**src/hw/rtl/dnp_pkg.sv**
```systemverilog
// Shared constants, types and codes of the decimal number text parser
`timescale 1ns / 1ps

package dnp_pkg;

   // field widths
   localparam int CHAR_W     = 8;
   localparam int SIG_W      = 64;
   localparam int EXP_W      = 16;
   localparam int KEEP_W     = 5;
   localparam int MAG_W      = 14;
   localparam int MAGX_W     = 18;
   localparam int EXPF_W     = 18;
   localparam int PHASE_W    = 3;
   localparam int REQ_DATA_W = 8;
   localparam int RSP_DATA_W = 88;
   localparam int RSP_PAD_W  = RSP_DATA_W - (1 + SIG_W + EXP_W + 1);

   // limits
   localparam int MAX_DIGITS = 19;
   localparam int EXP_LIMIT  = 9999;
   localparam logic signed [EXP_W-1:0] SCALE_MAX = 16'sh7FFF;
   localparam logic signed [EXP_W-1:0] SCALE_MIN = -16'sh7FFF;
   localparam logic signed [EXPF_W-1:0] EXP_OUT_MAX = 18'sh07FFF;
   localparam logic signed [EXPF_W-1:0] EXP_OUT_MIN = -18'sh08000;

   // parse phases
   localparam logic [PHASE_W-1:0] PH_SPACE   = 3'd0;
   localparam logic [PHASE_W-1:0] PH_INT     = 3'd1;
   localparam logic [PHASE_W-1:0] PH_FRAC    = 3'd2;
   localparam logic [PHASE_W-1:0] PH_EXPSIGN = 3'd3;
   localparam logic [PHASE_W-1:0] PH_EXPDIG  = 3'd4;
   localparam logic [PHASE_W-1:0] PH_DONE    = 3'd5;

   // character codes
   localparam logic [CHAR_W-1:0] CH_SPACE = 8'h20;
   localparam logic [CHAR_W-1:0] CH_TAB   = 8'h09;
   localparam logic [CHAR_W-1:0] CH_CR    = 8'h0D;
   localparam logic [CHAR_W-1:0] CH_ZERO  = 8'h30;
   localparam logic [CHAR_W-1:0] CH_NINE  = 8'h39;
   localparam logic [CHAR_W-1:0] CH_PLUS  = 8'h2B;
   localparam logic [CHAR_W-1:0] CH_MINUS = 8'h2D;
   localparam logic [CHAR_W-1:0] CH_DOT   = 8'h2E;
   localparam logic [CHAR_W-1:0] CH_LOW_E = 8'h65;
   localparam logic [CHAR_W-1:0] CH_UP_E  = 8'h45;

   // decoded character
   typedef struct packed {
      logic       blank;
      logic       digit;
      logic       sign;
      logic       minus;
      logic       letter;
      logic       dot;
      logic [3:0] value;
   } char_class_type;

   // one parse result
   typedef struct packed {
      logic                    inexact;
      logic signed [EXP_W-1:0] decimal_exponent;
      logic [SIG_W-1:0]        significand;
      logic                    negative;
   } result_type;

endpackage

```
**src/hw/rtl/dnp_classify.sv**
```systemverilog
// Character decoder: white space, digits, signs, exponent letter and point
`timescale 1ns / 1ps

module dnp_classify
   import dnp_pkg::*;
(
   input  logic [CHAR_W-1:0] character,
   output char_class_type    char_class
);

   logic [CHAR_W-1:0] digit_offset;

   // offset from '0' gives the digit value
   assign digit_offset = character - CH_ZERO;

   // decode
   always_comb begin
      char_class.blank  = (character == CH_SPACE) ||
                          (character >= CH_TAB && character <= CH_CR);
      char_class.digit  = (character >= CH_ZERO) && (character <= CH_NINE);
      char_class.sign   = (character == CH_PLUS) || (character == CH_MINUS);
      char_class.minus  = (character == CH_MINUS);
      char_class.letter = (character == CH_LOW_E) || (character == CH_UP_E);
      char_class.dot    = (character == CH_DOT);
      char_class.value  = digit_offset[3:0];
   end

endmodule

```
**src/hw/rtl/dnp_parse.sv**
```systemverilog
// Parse state registers and the per-character step logic
`timescale 1ns / 1ps

module dnp_parse
   import dnp_pkg::*;
(
   input  logic           clock,
   input  logic           reset,
   input  logic           step,
   input  logic           first,
   input  char_class_type char_class,
   output logic           result_valid,
   output result_type     result
);

   logic [PHASE_W-1:0]      phase_ff, phase_eff, phase_in;
   logic [SIG_W-1:0]        acc_ff, acc_eff, acc_in;
   logic [KEEP_W-1:0]       kept_ff, kept_eff, kept_in;
   logic                    sig_neg_ff, sig_neg_eff, sig_neg_in;
   logic [MAG_W-1:0]        mag_ff, mag_eff, mag_in;
   logic                    exp_neg_ff, exp_neg_eff, exp_neg_in;
   logic signed [EXP_W-1:0] scale_ff, scale_eff, scale_in;
   logic                    lost_ff, lost_eff, lost_in;

   logic                     int_step;
   logic                     dig_step;
   logic                     dig_frac;
   logic                     exp_step;
   logic                     fin;
   logic                     zero_lead;
   logic                     room;
   logic [SIG_W-1:0]         acc_times_ten;
   logic [MAGX_W-1:0]        mag_wide;
   logic signed [EXPF_W-1:0] mag_signed;
   logic signed [EXPF_W-1:0] exp_full;
   logic signed [EXP_W-1:0]  exp_sat;
   logic                     exp_clip;

   // a first character starts from the reset state
   always_comb begin
      if (first) begin
         phase_eff   = PH_SPACE;
         acc_eff     = '0;
         kept_eff    = '0;
         sig_neg_eff = 1'b0;
         mag_eff     = '0;
         exp_neg_eff = 1'b0;
         scale_eff   = '0;
         lost_eff    = 1'b0;
      end else begin
         phase_eff   = phase_ff;
         acc_eff     = acc_ff;
         kept_eff    = kept_ff;
         sig_neg_eff = sig_neg_ff;
         mag_eff     = mag_ff;
         exp_neg_eff = exp_neg_ff;
         scale_eff   = scale_ff;
         lost_eff    = lost_ff;
      end
   end

   // significand and exponent arithmetic
   assign zero_lead     = (acc_eff == '0) && (char_class.value == 4'd0);
   assign room          = (kept_eff < KEEP_W'(MAX_DIGITS));
   assign acc_times_ten = {acc_eff[SIG_W-4:0], 3'b000} + {acc_eff[SIG_W-2:0], 1'b0} +
                          SIG_W'(char_class.value);
   assign mag_wide      = (MAGX_W'(mag_eff) << 3) + (MAGX_W'(mag_eff) << 1) +
                          MAGX_W'(char_class.value);

   // phase decode
   always_comb begin
      phase_in   = phase_eff;
      sig_neg_in = sig_neg_eff;
      exp_neg_in = exp_neg_eff;
      int_step   = 1'b0;
      dig_step   = 1'b0;
      dig_frac   = 1'b0;
      exp_step   = 1'b0;
      fin        = 1'b0;
      unique case (phase_eff)
         PH_SPACE: begin
            if (!char_class.blank) begin
               phase_in = PH_INT;
               if (char_class.sign) begin
                  sig_neg_in = char_class.minus;
               end else begin
                  int_step = 1'b1;
               end
            end
         end
         PH_INT: begin
            int_step = 1'b1;
         end
         PH_FRAC: begin
            if (char_class.digit) begin
               dig_step = 1'b1;
               dig_frac = 1'b1;
            end else if (char_class.letter) begin
               phase_in = PH_EXPSIGN;
            end else begin
               fin = 1'b1;
            end
         end
         PH_EXPSIGN: begin
            if (char_class.sign) begin
               exp_neg_in = char_class.minus;
               phase_in   = PH_EXPDIG;
            end else if (char_class.digit) begin
               phase_in = PH_EXPDIG;
               exp_step = 1'b1;
            end else begin
               fin = 1'b1;
            end
         end
         PH_EXPDIG: begin
            if (char_class.digit) begin
               exp_step = 1'b1;
            end else begin
               fin = 1'b1;
            end
         end
         default: begin
         end
      endcase
      // integer part, also reached straight from white space
      if (int_step) begin
         if (char_class.digit) begin
            dig_step = 1'b1;
         end else if (char_class.dot) begin
            phase_in = PH_FRAC;
         end else if (char_class.letter) begin
            phase_in = PH_EXPSIGN;
         end else begin
            fin = 1'b1;
         end
      end
      if (fin) begin
         phase_in = PH_DONE;
      end
   end

   // digit and exponent updates
   always_comb begin
      acc_in   = acc_eff;
      kept_in  = kept_eff;
      mag_in   = mag_eff;
      scale_in = scale_eff;
      lost_in  = lost_eff;
      if (dig_step) begin
         if (!zero_lead && room) begin
            acc_in  = acc_times_ten;
            kept_in = kept_eff + KEEP_W'(1);
         end
         if (!zero_lead && !room && char_class.value != 4'd0) begin
            lost_in = 1'b1;
         end
         if (dig_frac && (zero_lead || room)) begin
            if (scale_eff < SCALE_MAX) begin
               scale_in = scale_eff + 16'sd1;
            end else begin
               lost_in = 1'b1;
            end
         end
         if (!dig_frac && !zero_lead && !room) begin
            if (scale_eff > SCALE_MIN) begin
               scale_in = scale_eff - 16'sd1;
            end else begin
               lost_in = 1'b1;
            end
         end
      end
      if (exp_step) begin
         if (mag_wide > MAGX_W'(EXP_LIMIT)) begin
            mag_in  = MAG_W'(EXP_LIMIT);
            lost_in = 1'b1;
         end else begin
            mag_in = mag_wide[MAG_W-1:0];
         end
      end
   end

   // final exponent with saturation
   always_comb begin
      mag_signed = $signed({{(EXPF_W-MAG_W){1'b0}}, mag_eff});
      exp_full   = (exp_neg_eff ? -mag_signed : mag_signed) -
                   $signed({{(EXPF_W-EXP_W){scale_eff[EXP_W-1]}}, scale_eff});
      exp_clip   = 1'b0;
      if (exp_full > EXP_OUT_MAX) begin
         exp_sat  = EXP_OUT_MAX[EXP_W-1:0];
         exp_clip = 1'b1;
      end else if (exp_full < EXP_OUT_MIN) begin
         exp_sat  = EXP_OUT_MIN[EXP_W-1:0];
         exp_clip = 1'b1;
      end else begin
         exp_sat = exp_full[EXP_W-1:0];
      end
   end

   // result of the ending character
   assign result_valid            = step & fin;
   assign result.negative         = sig_neg_eff;
   assign result.significand      = acc_eff;
   assign result.decimal_exponent = exp_sat;
   assign result.inexact          = lost_eff | exp_clip;

   // state registers
   always_ff @(posedge clock) begin
      if (reset) begin
         phase_ff   <= PH_SPACE;
         acc_ff     <= '0;
         kept_ff    <= '0;
         sig_neg_ff <= 1'b0;
         mag_ff     <= '0;
         exp_neg_ff <= 1'b0;
         scale_ff   <= '0;
         lost_ff    <= 1'b0;
      end else if (step) begin
         phase_ff   <= phase_in;
         acc_ff     <= acc_in;
         kept_ff    <= kept_in;
         sig_neg_ff <= sig_neg_in;
         mag_ff     <= mag_in;
         exp_neg_ff <= exp_neg_in;
         scale_ff   <= scale_in;
         lost_ff    <= lost_in;
      end
   end

endmodule

```
**src/hw/rtl/decimal_number_text_parser_core.sv**
```systemverilog
// Top level of the decimal number text parser: input register, parser, result register
`timescale 1ns / 1ps

// Parses a decimal number one character per item and gives one result item when the
// first character that does not continue the number arrives (NUL included). Set
// req_tuser to start a new string. One item can be taken every clock cycle while no
// waiting result holds the input register. The ending character is held in the input
// register until the result register can advance; its result item is registered there
// and offered from it. The per-cycle work is a character decode and one
// multiply-by-ten-and-add each of the significand and the exponent. A waiting result
// does not stop the input register from taking one more item.
module decimal_number_text_parser_core
   import dnp_pkg::*;
(
   input  logic                  clock,
   input  logic                  reset,
   input  logic                  req_tvalid,
   output logic                  req_tready,
   input  logic [REQ_DATA_W-1:0] req_tdata,  // character[7:0]
   input  logic                  req_tuser,  // first
   output logic                  rsp_tvalid,
   input  logic                  rsp_tready,
   // negative[0], significand[64:1], decimal_exponent[80:65], inexact[81], zero pad
   output logic [RSP_DATA_W-1:0] rsp_tdata
);

   logic              in_valid_ff, in_valid_in;
   logic [CHAR_W-1:0] in_char_ff;
   logic              in_first_ff;
   logic              rsp_valid_ff, rsp_valid_in;
   result_type        rsp_data_ff;

   logic           advance;
   logic           process;
   logic           req_take;
   char_class_type char_class;
   logic           res_valid;
   result_type     res;

   // handshake control
   assign advance     = !rsp_valid_ff || rsp_tready;
   assign process     = in_valid_ff && advance;
   assign req_tready  = !in_valid_ff || advance;
   assign req_take    = req_tvalid && req_tready;
   assign in_valid_in = req_take || (in_valid_ff && !process);

   // input register
   always_ff @(posedge clock) begin
      if (reset) begin
         in_valid_ff <= 1'b0;
      end else begin
         in_valid_ff <= in_valid_in;
      end
   end

   always_ff @(posedge clock) begin
      if (req_take) begin
         in_char_ff  <= req_tdata[CHAR_W-1:0];
         in_first_ff <= req_tuser;
      end
   end

   // character decode
   dnp_classify u_classify (
      .character  (in_char_ff),
      .char_class (char_class)
   );

   // parse state and step
   dnp_parse u_parse (
      .clock        (clock),
      .reset        (reset),
      .step         (process),
      .first        (in_first_ff),
      .char_class   (char_class),
      .result_valid (res_valid),
      .result       (res)
   );

   // result register
   assign rsp_valid_in = advance ? res_valid : rsp_valid_ff;

   always_ff @(posedge clock) begin
      if (reset) begin
         rsp_valid_ff <= 1'b0;
      end else begin
         rsp_valid_ff <= rsp_valid_in;
      end
   end

   always_ff @(posedge clock) begin
      if (res_valid) begin
         rsp_data_ff <= res;
      end
   end

   assign rsp_tvalid = rsp_valid_ff;
   assign rsp_tdata  = {{RSP_PAD_W{1'b0}}, rsp_data_ff};

endmodule

```
**config.mk**
```make
export PLATFORM = sky130hd
export DESIGN_NAME = decimal_number_text_parser_core
export DESIGN_NICKNAME = d
export VERILOG_FILES = /design/src/hw/rtl/dnp_pkg.sv /design/src/hw/rtl/dnp_classify.sv /design/src/hw/rtl/dnp_parse.sv /design/src/hw/rtl/decimal_number_text_parser_core.sv
export SDC_FILE = /design/constraint.sdc
export NUM_CORES = 1
export LEC_CHECK = 0
export ABC_AREA = 1
export BUFFER_PORTS_ARGS = -buffer_cell sky130_fd_sc_hd__clkbuf_2
export CAP_MARGIN = 25
export CELL_PAD_IN_SITES_DETAIL_PLACEMENT = 0
export CELL_PAD_IN_SITES_GLOBAL_PLACEMENT = 1
export CORE_ASPECT_RATIO = 0.75
export CORE_MARGIN = 2
export CORE_UTILIZATION = 42
export CTS_CLUSTER_DIAMETER = 40
export DETAILED_ROUTE_END_ITERATION = 12
export PLACE_DENSITY_LB_ADDON = 0.08
export SETUP_SLACK_MARGIN = 0.5
export SYNTH_ARGS = -nofsm -noshare
export SYNTH_HDL_FRONTEND = slang
export SYNTH_HIERARCHICAL = 1
export SYNTH_SLANG_ARGS = --single-unit
```
**constraint.sdc**
```tcl
create_clock -name clock -period 9 [get_ports clock]
set_clock_uncertainty 0.05 [all_clocks]
set_input_delay 0.9 -clock clock [delete_from_list [all_inputs] [get_ports clock]]
set_output_delay 0.9 -clock clock [all_outputs]
set_load 0.01 [all_outputs]
```
After elaboration in Yosys (flattened, before gate mapping)
Index checks and enable logic that the tools add are counted.
W data, S select, Z words.

operators by class
  reductions and logical operators = 29
  $add $sub $neg = 10
  order comparisons = 10
  equality and inequality tests = 10
  bitwise gates (word level) = 2
  muxes and demuxes = 65

operators with widths
  kind                     number
  $mux W64                 3
  $mux W16                 7
  $add A64 B4 Y64          1
  $add A64 B64 Y64         1
  $logic_not A64 Y1        1
  $mux W14                 3
  $mux W1                  33
  $mux W3                  11
  $eq A8 B6 Y1 const B     4
  $add A17 B15 Y18         1
  $add A18 B4 Y18          1
  $gt A18 B14 Y1 const B   1
  $gt A18 B16 Y1 const B   1
  $lt A18 B16 Y1 const B   1
  $mux W18                 1
  $neg A14 Y18             1
  $sub A18 B16 Y18         1
  $add A16 B2 Y16 const B  1
  $eq A8 B7 Y1 const B     2
  $gt A16 B16 Y1 const B   1
  $lt A16 B16 Y1 const B   1
  $sub A16 B2 Y16 const B  1
  $mux W5                  3
  $logic_and A1 B1 Y1      12
  20 further kinds         33

word-level totals
  register bits after elaboration = 198
  input port bits = 13
  output and inout bits = 90

Longest topological paths before layout
Gate-level depths: netlist (run 1).

  depth after elaboration = 14
  gate-level depth with buffers = 27
  depth with buffers taken out = 24

Modules after synthesis
Netlist (run 1), hierarchy kept.

modules (own cells, without submodules)
  module                           sequential area each (um2)  cells each  area each (um2)  times used
  dnp_parse                        2102.0                      2446        14303.7          1
  decimal_number_text_parser_core  2772.7                      109         2871.5           1
  dnp_classify                     0.0                         35          186.4            1

Worst setup path after synthesis (run 1)
Ideal clock, no wire load.

  path type = input -> register
  start = input rsp_tready
  end = register rsp_data_ff (netlist bit rsp_tdata[0]), enable pin
  cell stages on the path = 6
  arrival time = 5522 ps
  path buffers = 2
  data required time = 8425 ps
  setup time = 525 ps
  path slack = 2903 ps
  path through = inv_1 > a21boi_0 > clkinv_1 > clkbuf_1 > clkbuf_1 > nor2_1

between the ends
  word-level cells in the longest chain between the ends = 3

ends and longest elaborated chain
  what                    line                                   text
  start: declaration      decimal_number_text_parser_core.sv:22  input logic rsp_tready,
  $logic_or A1 B1 Y1      decimal_number_text_parser_core.sv:41  assign advance = !rsp_valid_ff || rsp_tready;
  $logic_and A1 B1 Y1     decimal_number_text_parser_core.sv:42  assign process = in_valid_ff && advance;
  net process             decimal_number_text_parser_core.sv:34  logic process;
  $and A1 B1 Y1           dnp_parse.sv:200                       assign result_valid = step & fin;
  net res_valid           decimal_number_text_parser_core.sv:37  logic res_valid;
  end signal: assignment  decimal_number_text_parser_core.sv:93  rsp_data_ff <= res;
  end: declaration        decimal_number_text_parser_core.sv:31  result_type rsp_data_ff;

The timed path passes the listed nets, and every way through them passes these cells.
A chain may end at the register's enable or synchronous reset.

==> results.ini, run 1 <==
[global_routing]
grt_pass1_vias=15900
grt_overflow=0
grt_pass1_wl_um=94500
grt_max_degree=95
grt_util_all_layers=0.285
antenna_found_initial=1

[drt]
wirelength_um=61500
antenna_left=0
first_pass_iters=7
wl_per_cell_um=19.3
avgViaCountPerCell=5.55
first_iter_violations=2107
drc=0
num_vias=17700

[floorplanning]
dieArea_mm2=0.0430
start_util=0.426
core_area_mm2=0.0408
die_x_um=239
rows=64
io_pins=103
die_y_um=180

[yosys]
yosys.area.top_type_share=0.157
syn_inst=2590
synth-seq-cells=198
yosysWarningCount=6
ys.flop_type=dfxtp_1
synth_edf_count=91
synthArstFlopShare=0
syn_avg_cell_area_um2=6.70
synth_top_cell_by_area=edfxtp_1
synthDistinctLibCells=61
synthTopCellsByArea=edfxtp_1, nand2_1, dfxtp_1, ha_1, inv_1
ys_seq_area_frac=0.281
netlist_area_mm2=0.0174

[setup_path]
crit_fanout=76
crit_type=flop to flop
critPathArrivalTime_ns=5.31
cp-end-kind=flop
cp.required_ns=9.35
cp-start-kind=flop

[timing]
hold_viol=0
setup_violations=0
rsz0062_at_grt=no
setup_tns_ns=0
period_needed_ns=4.96
tightest_slew_ns=1.10
relSlewSlack=0.264
max_freq_mhz=202
timing.final.crit_share=0.551
maxSlewViolCount=0

[pwr]
vdd_drop_max_mv=0.141
p_leak_nw=9.01
power_density_mw_per_mm2=114

[clocking]
cts_buffer_depth=2
cts-hold-fix-buffers=0
clk_pin_slew_ns=0.08
numCtsBuffers=17
clk_latency_ns=0.47
htree_levels=4
post_cts.repair.setup_buffers=0
clock_sinks=198
post_cts_resized=0
root_buffer=clkbuf_16
tritoncts=done

[placement]
dpl.hpwl_um=48300
port_buffers=96
dpl_cell_area_mm2=0.0182
gp_congestion=1.03

[hold_path]
hold_path_class=flop to flop

[finish]
nFillCells=4303
diodes=0
final_nets=2831
final_cell_mix=nand2_1, inv_1, nor2_1, a21oi_1, o21ai_0
final_common_cell=nand2_1
postLayoutCellArea_mm2=0.0188
multi_input_area_mm2=0.0108
drive_above_1_share=0.0734
seqCellArea_mm2=0.00487
areaGrowthSynthToFinish_pct=8.08

[run]
drv_cap=0

[run_status]
outcome=completed

==> state kept, by name (all words and copies together) (netlist names) <==
name and count:
u_parse/lost_ff 1, in_first_ff 1, u_parse/scale_ff 16, u_parse/kept_ff 5
u_parse/acc_ff 64, u_parse/phase_ff 3, u_parse/sig_neg_ff 1, u_parse/exp_neg_ff 1
rsp_tvalid 1, in_valid_ff 1, rsp_tdata 82, in_char_ff 8
u_parse/mag_ff 14
==> worst paths after layout <==
check | slack [ns] | end | start | depth (start not counted)
setup / recovery | 4.04 | u_parse/acc_ff[56] | in_first_ff | 17
hold / removal | 0.42 | u_parse/acc_ff[8] | u_parse/acc_ff[8] | 2
setup reg to reg | 4.04 | u_parse/acc_ff[56] | in_first_ff | 17
hold reg to reg | 0.42 | u_parse/acc_ff[8] | u_parse/acc_ff[8] | 2
==> area by class of cell <==
cell class,count,share of cell area
multi-input cells,1970,0.574
flip-flops and latches,198,0.260
inverters,349,0.0699
well taps,528,0.0352
repair buffers,106,0.0303
clock buffers,21,0.0246
clock inverters,11,0.00607
==> Yosys cell counts, types with 12 or more instances <==
cell	count
o21a_1	12
nor3_1	31
buf_4	14
buf_2	15
nor4_1	13
a21oi_1	253
nand2_1	598
a21o_1	12
xnor2_1	19
o21ai_1	13
edfxtp_1	91
inv_1	341
nand4_1	24
nand3_1	132
a31oi_1	12
o21bai_1	14
dfxtp_1	107
ha_1	171
o21ai_0	228
clkbuf_1	38
xor2_1	36
o211ai_1	18
nand2_2	19
nor2_1	291
==> layer usage <==
layer / global-route usage / up-vias / share of wire
met2: 0.382 / 755 / 0.39
li1: - / 8682 / -
met5: 0 / - / 0
met4: 0.0645 / 0 / 0.017
met3: 0.0453 / 55 / 0.085
met1: 0.465 / 8178 / 0.51
==> worst max-delay path: stages (launching register included) <==
cell	delay (ns)
edfxtp_1	0.36
buf_4	0.30
inv_2	0.22
buf_4	0.73
nand2_1	0.20
inv_1	0.19
ha_1	0.26
ha_1	0.38
nand2_1	0.15
nor2_1	0.27
nand2_1	0.08
o21ai_0	0.68
nand3_1	0.20
nand2_1	0.24
nand2_1	0.11
nand4_1	0.08
nand3_1	0.15
a21oi_1	0.19
==> metrics by stage <==
| step | instances | hold slack [ns] | power, mW | utilization | worst slack, ns |
|---|---|---|---|---|---|
| after floorplan | 2595 | 0.394 | 1.28 | - | 2.90 |
| after global placement | 3150 | 0.401 | 1.37 | 0.446 | 4.06 |
| after detailed placement | 3151 | 0.405 | 1.37 | 0.446 | 4.05 |
| after CTS | 3183 | 0.416 | 2.16 | 0.460 | 4.04 |
| after global routing | 3183 | 0.427 | 2.24 | 0.460 | 3.68 |
| final | 3183 | 0.416 | 2.14 | 0.460 | 4.04 |
==> where the power goes <==
part	switching [mW]	leakage, nW	internal, mW
Combinational	0.235	6.99	0.107
Sequential	0.0215	1.74	0.992
Clock	0.383	0.278	0.405
==> kinds of logic after synthesis <==
logic type / count (synthesis) / synth area share
mux: 3 / 0.00180
flops: 198 / 0.281
simple gates: 1143 / 0.276
other cells: 1 / 0.000216
xor+xnor: 56 / 0.0287
fa+ha+maj: 176 / 0.129
buf+inv: 427 / 0.101
compound gates: 586 / 0.182
(Power assumes the default switching activity.)
==> run 2, diff against run 1 <==
--- a/config.mk
+++ b/config.mk
@@ -5,7 +5,7 @@
 export SDC_FILE = /design/constraint.sdc
 export NUM_CORES = 1
 export LEC_CHECK = 0
-export ABC_AREA = 1
+export ABC_AREA = 0
 export BUFFER_PORTS_ARGS = -buffer_cell sky130_fd_sc_hd__clkbuf_2
 export CAP_MARGIN = 25
 export CELL_PAD_IN_SITES_DETAIL_PLACEMENT = 0
==> constraint.sdc (replaced) <==
create_clock -name clock -period 5.1 [get_ports clock]
set_clock_uncertainty 0.05 [all_clocks]
set_input_delay 0.51 -clock clock [delete_from_list [all_inputs] [get_ports clock]]
set_output_delay 0.51 -clock clock [all_outputs]
set_load 0.01 [all_outputs]
==> results.ini, run 2 <==
[run_status]
outcome=completed

[timing]
setup_tns_ns=0
period_needed_ns=4.47
max_freq_mhz=224
rsz0062_at_grt=yes
hold_viol=0
setup_violations=0
relSlewSlack=0.267
maxSlewViolCount=0
tightest_slew_ns=1.09
timing.final.crit_share=0.876

[yosys]
syn_avg_cell_area_um2=8.58
ys.flop_type=dfxtp_1
netlist_area_mm2=0.0152
syn_inst=1773
synthArstFlopShare=0
synth_top_cell_by_area=edfxtp_1
yosys.area.top_type_share=0.180
synth_edf_count=91
synth.most_common_cell=ha_1
synth-seq-cells=198
synthTopCellsByArea=edfxtp_1, dfxtp_1, ha_1, a21oi_1, nor2_1
synth.top_cells.by_count=ha_1, nor2_1, a21oi_1
yosysWarningCount=6
synthDistinctLibCells=94
ys_seq_area_frac=0.320

[clocking]
clk_pin_slew_ns=0.08
htree_levels=4
cts_buffer_depth=2
clock_sinks=198
tritoncts=done
clk_latency_ns=0.47
numCtsBuffers=17
root_buffer=clkbuf_16

[global_routing]
antenna_found_initial=0
grt_pass1_vias=12300
grtUsageMet2=0.307
grt_overflow=0
grt_max_degree=72
grt_use_met1=0.396
busiest_layer=met1
grt_pass1_wl_um=70500
globalRouteMet3Util=0.0418
grt_util_all_layers=0.238

[placement]
port_buffers=96
dpl.hpwl_um=34100
placed_cells=2276
gp_congestion=0.888

[drt]
wl_per_cell_um=19.5
num_vias=13400
antenna_left=0
first_iter_violations=1363
wirelength_um=44900
drc=0
first_pass_iters=5
avgViaCountPerCell=5.81

[finish]
layout.cells.non_filler=2311
final_cell_mix=nor2_1, ha_1, a21oi_1, nand2_1, dfxtp_1
largest_reg_flops=82
drive_above_1_share=0.114
areaGrowthSynthToFinish_pct=11.0
diodes=0
final_nets=2022

[setup_path]
path_buf_inv=2
crit_cells=13
slowest_stage=a2111oi_1
crit_type=flop to flop
r2r_cells=13
cp-end-kind=flop
crit_fanout=23
cp-start-kind=flop
cp_slowest_stage_delay_ns=0.55
crit_family=compound AO/OA/AOI/OAI gates
critPathArrivalTime_ns=4.76
cp.required_ns=5.39
cpMostUsedCell=ha_1
cp_cell_sequence=buf_4 > buf_6 > nor2b_1 > ha_1 > ha_1 > o21a_1 > and3_1 > a221o_1 > a21oi_1 > xnor2_1 > a311o_1 > a2111oi_1 > o32ai_1

[floorplanning]
rows=60
die_y_um=169
die_x_um=224
dieArea_mm2=0.0378
core_area_mm2=0.0358
io_pins=103
start_util=0.425

[pwr]
vdd_drop_max_mv=0.177
power_density_mw_per_mm2=205
p_leak_nw=7.25

[run]
drv_cap=0

[hold_path]
hold_depth=1
hold_path_class=input port to flop

-- run 2: cell count changes after synthesis, moves of 29 or more --
cell | before | now
nor2b_1 | 0 | 90
nand2_1 | 598 | 137
a22oi_1 | 0 | 36
nand3_1 | 132 | 39
inv_1 | 341 | 59
o21ai_0 | 228 | 107
a21oi_1 | 253 | 142
xnor2_1 | 19 | 56
nor2_1 | 291 | 170
a21o_1 | 12 | 41
-- run 2: cell type report --
class | instances | area, µm²
timing repair buffer | 121 | 697
sequential | 198 | 4870
multi-input combinational | 1436 | 9940
tap | 465 | 582
fill | 3453 | 18900
clock buffer | 20 | 479
clock inverter | 12 | 87.6
inverter | 59 | 221
-- run 2: repair_timing --
action                     in CTS  in global routing
pin swaps                       0                  3
setup endpoints to repair       2                 33
buffers inserted                0                  2
gates cloned                    0                  1
gates resized for setup         2                 15
hold buffers                    0                  0
-- run 2: worst register-to-register path, delay by kind of cell, from the launching register on --
kind	cells	cell delay [ns]
fa+ha+maj	2	0.70
buf+inv	2	0.35
simple gates	2	0.64
compound gates	6	1.94
flops	1	0.48
xor+xnor	1	0.16
-- run 2: path summary, 6_finish.rpt --
kind	from	endpoint	slack [ns]
setup / recovery	in_first_ff	u_parse/mag_ff[10]	0.63
hold / removal	req_tdata[7]	in_char_ff[7]	0.17
setup reg to reg	in_first_ff	u_parse/mag_ff[10]	0.63
hold reg to reg	u_parse/acc_ff[54]	u_parse/acc_ff[54]	0.41
-- run 2: power by group --
group / switching, mW / internal (mW) / total, mW
combinational: 0.239 / 0.130 / 0.369
clock: 0.670 / 0.690 / 1.36
sequential: 0.0266 / 1.71 / 1.74
total: 0.935 / 2.53 / 3.47
-- run 2: cells by family (layout without fill, tap and decap cells) --
logic type | count (synthesis) | in the layout | synth area share
simple gates | 641 | 641 | 0.212
compound gates | 516 | 517 | 0.225
flops | 198 | 198 | 0.320
fa+ha+maj | 176 | 176 | 0.147
buf+inv | 145 | 212 | 0.0395
xor+xnor | 92 | 92 | 0.0529
mux | 4 | 4 | 0.00271
other cells | 1 | 6 | 0.000246
-- run 2: routing by layer --
layer / share of wire / up-vias / wire length [µm]
li1: - / 6622 / -
met1: 0.55 / 6384 / 24700
met2: 0.38 / 397 / 16900
met3: 0.064 / 25 / 2880
met4: 0.0091 / 0 / 410
met5: 0 / - / 0
-- run 2: through the flow --
| step | setup WS (ns) | total power, mW | instance area (µm²) | hold slack, ns | util |
|---|---|---|---|---|---|
| global placement | 0.513 | 2.13 | 16200 | 0.402 | 0.452 |
| detailed placement | 0.414 | 2.13 | 16200 | 0.406 | 0.452 |
| global route | 0.460 | 3.60 | 16900 | 0.150 | 0.472 |
| finish | 0.633 | 3.47 | 16900 | 0.172 | 0.472 |
| CTS | 0.527 | 3.49 | 16800 | 0.152 | 0.468 |
| floorplan | 0.510 | 2.02 | 15300 | 0.385 | - |
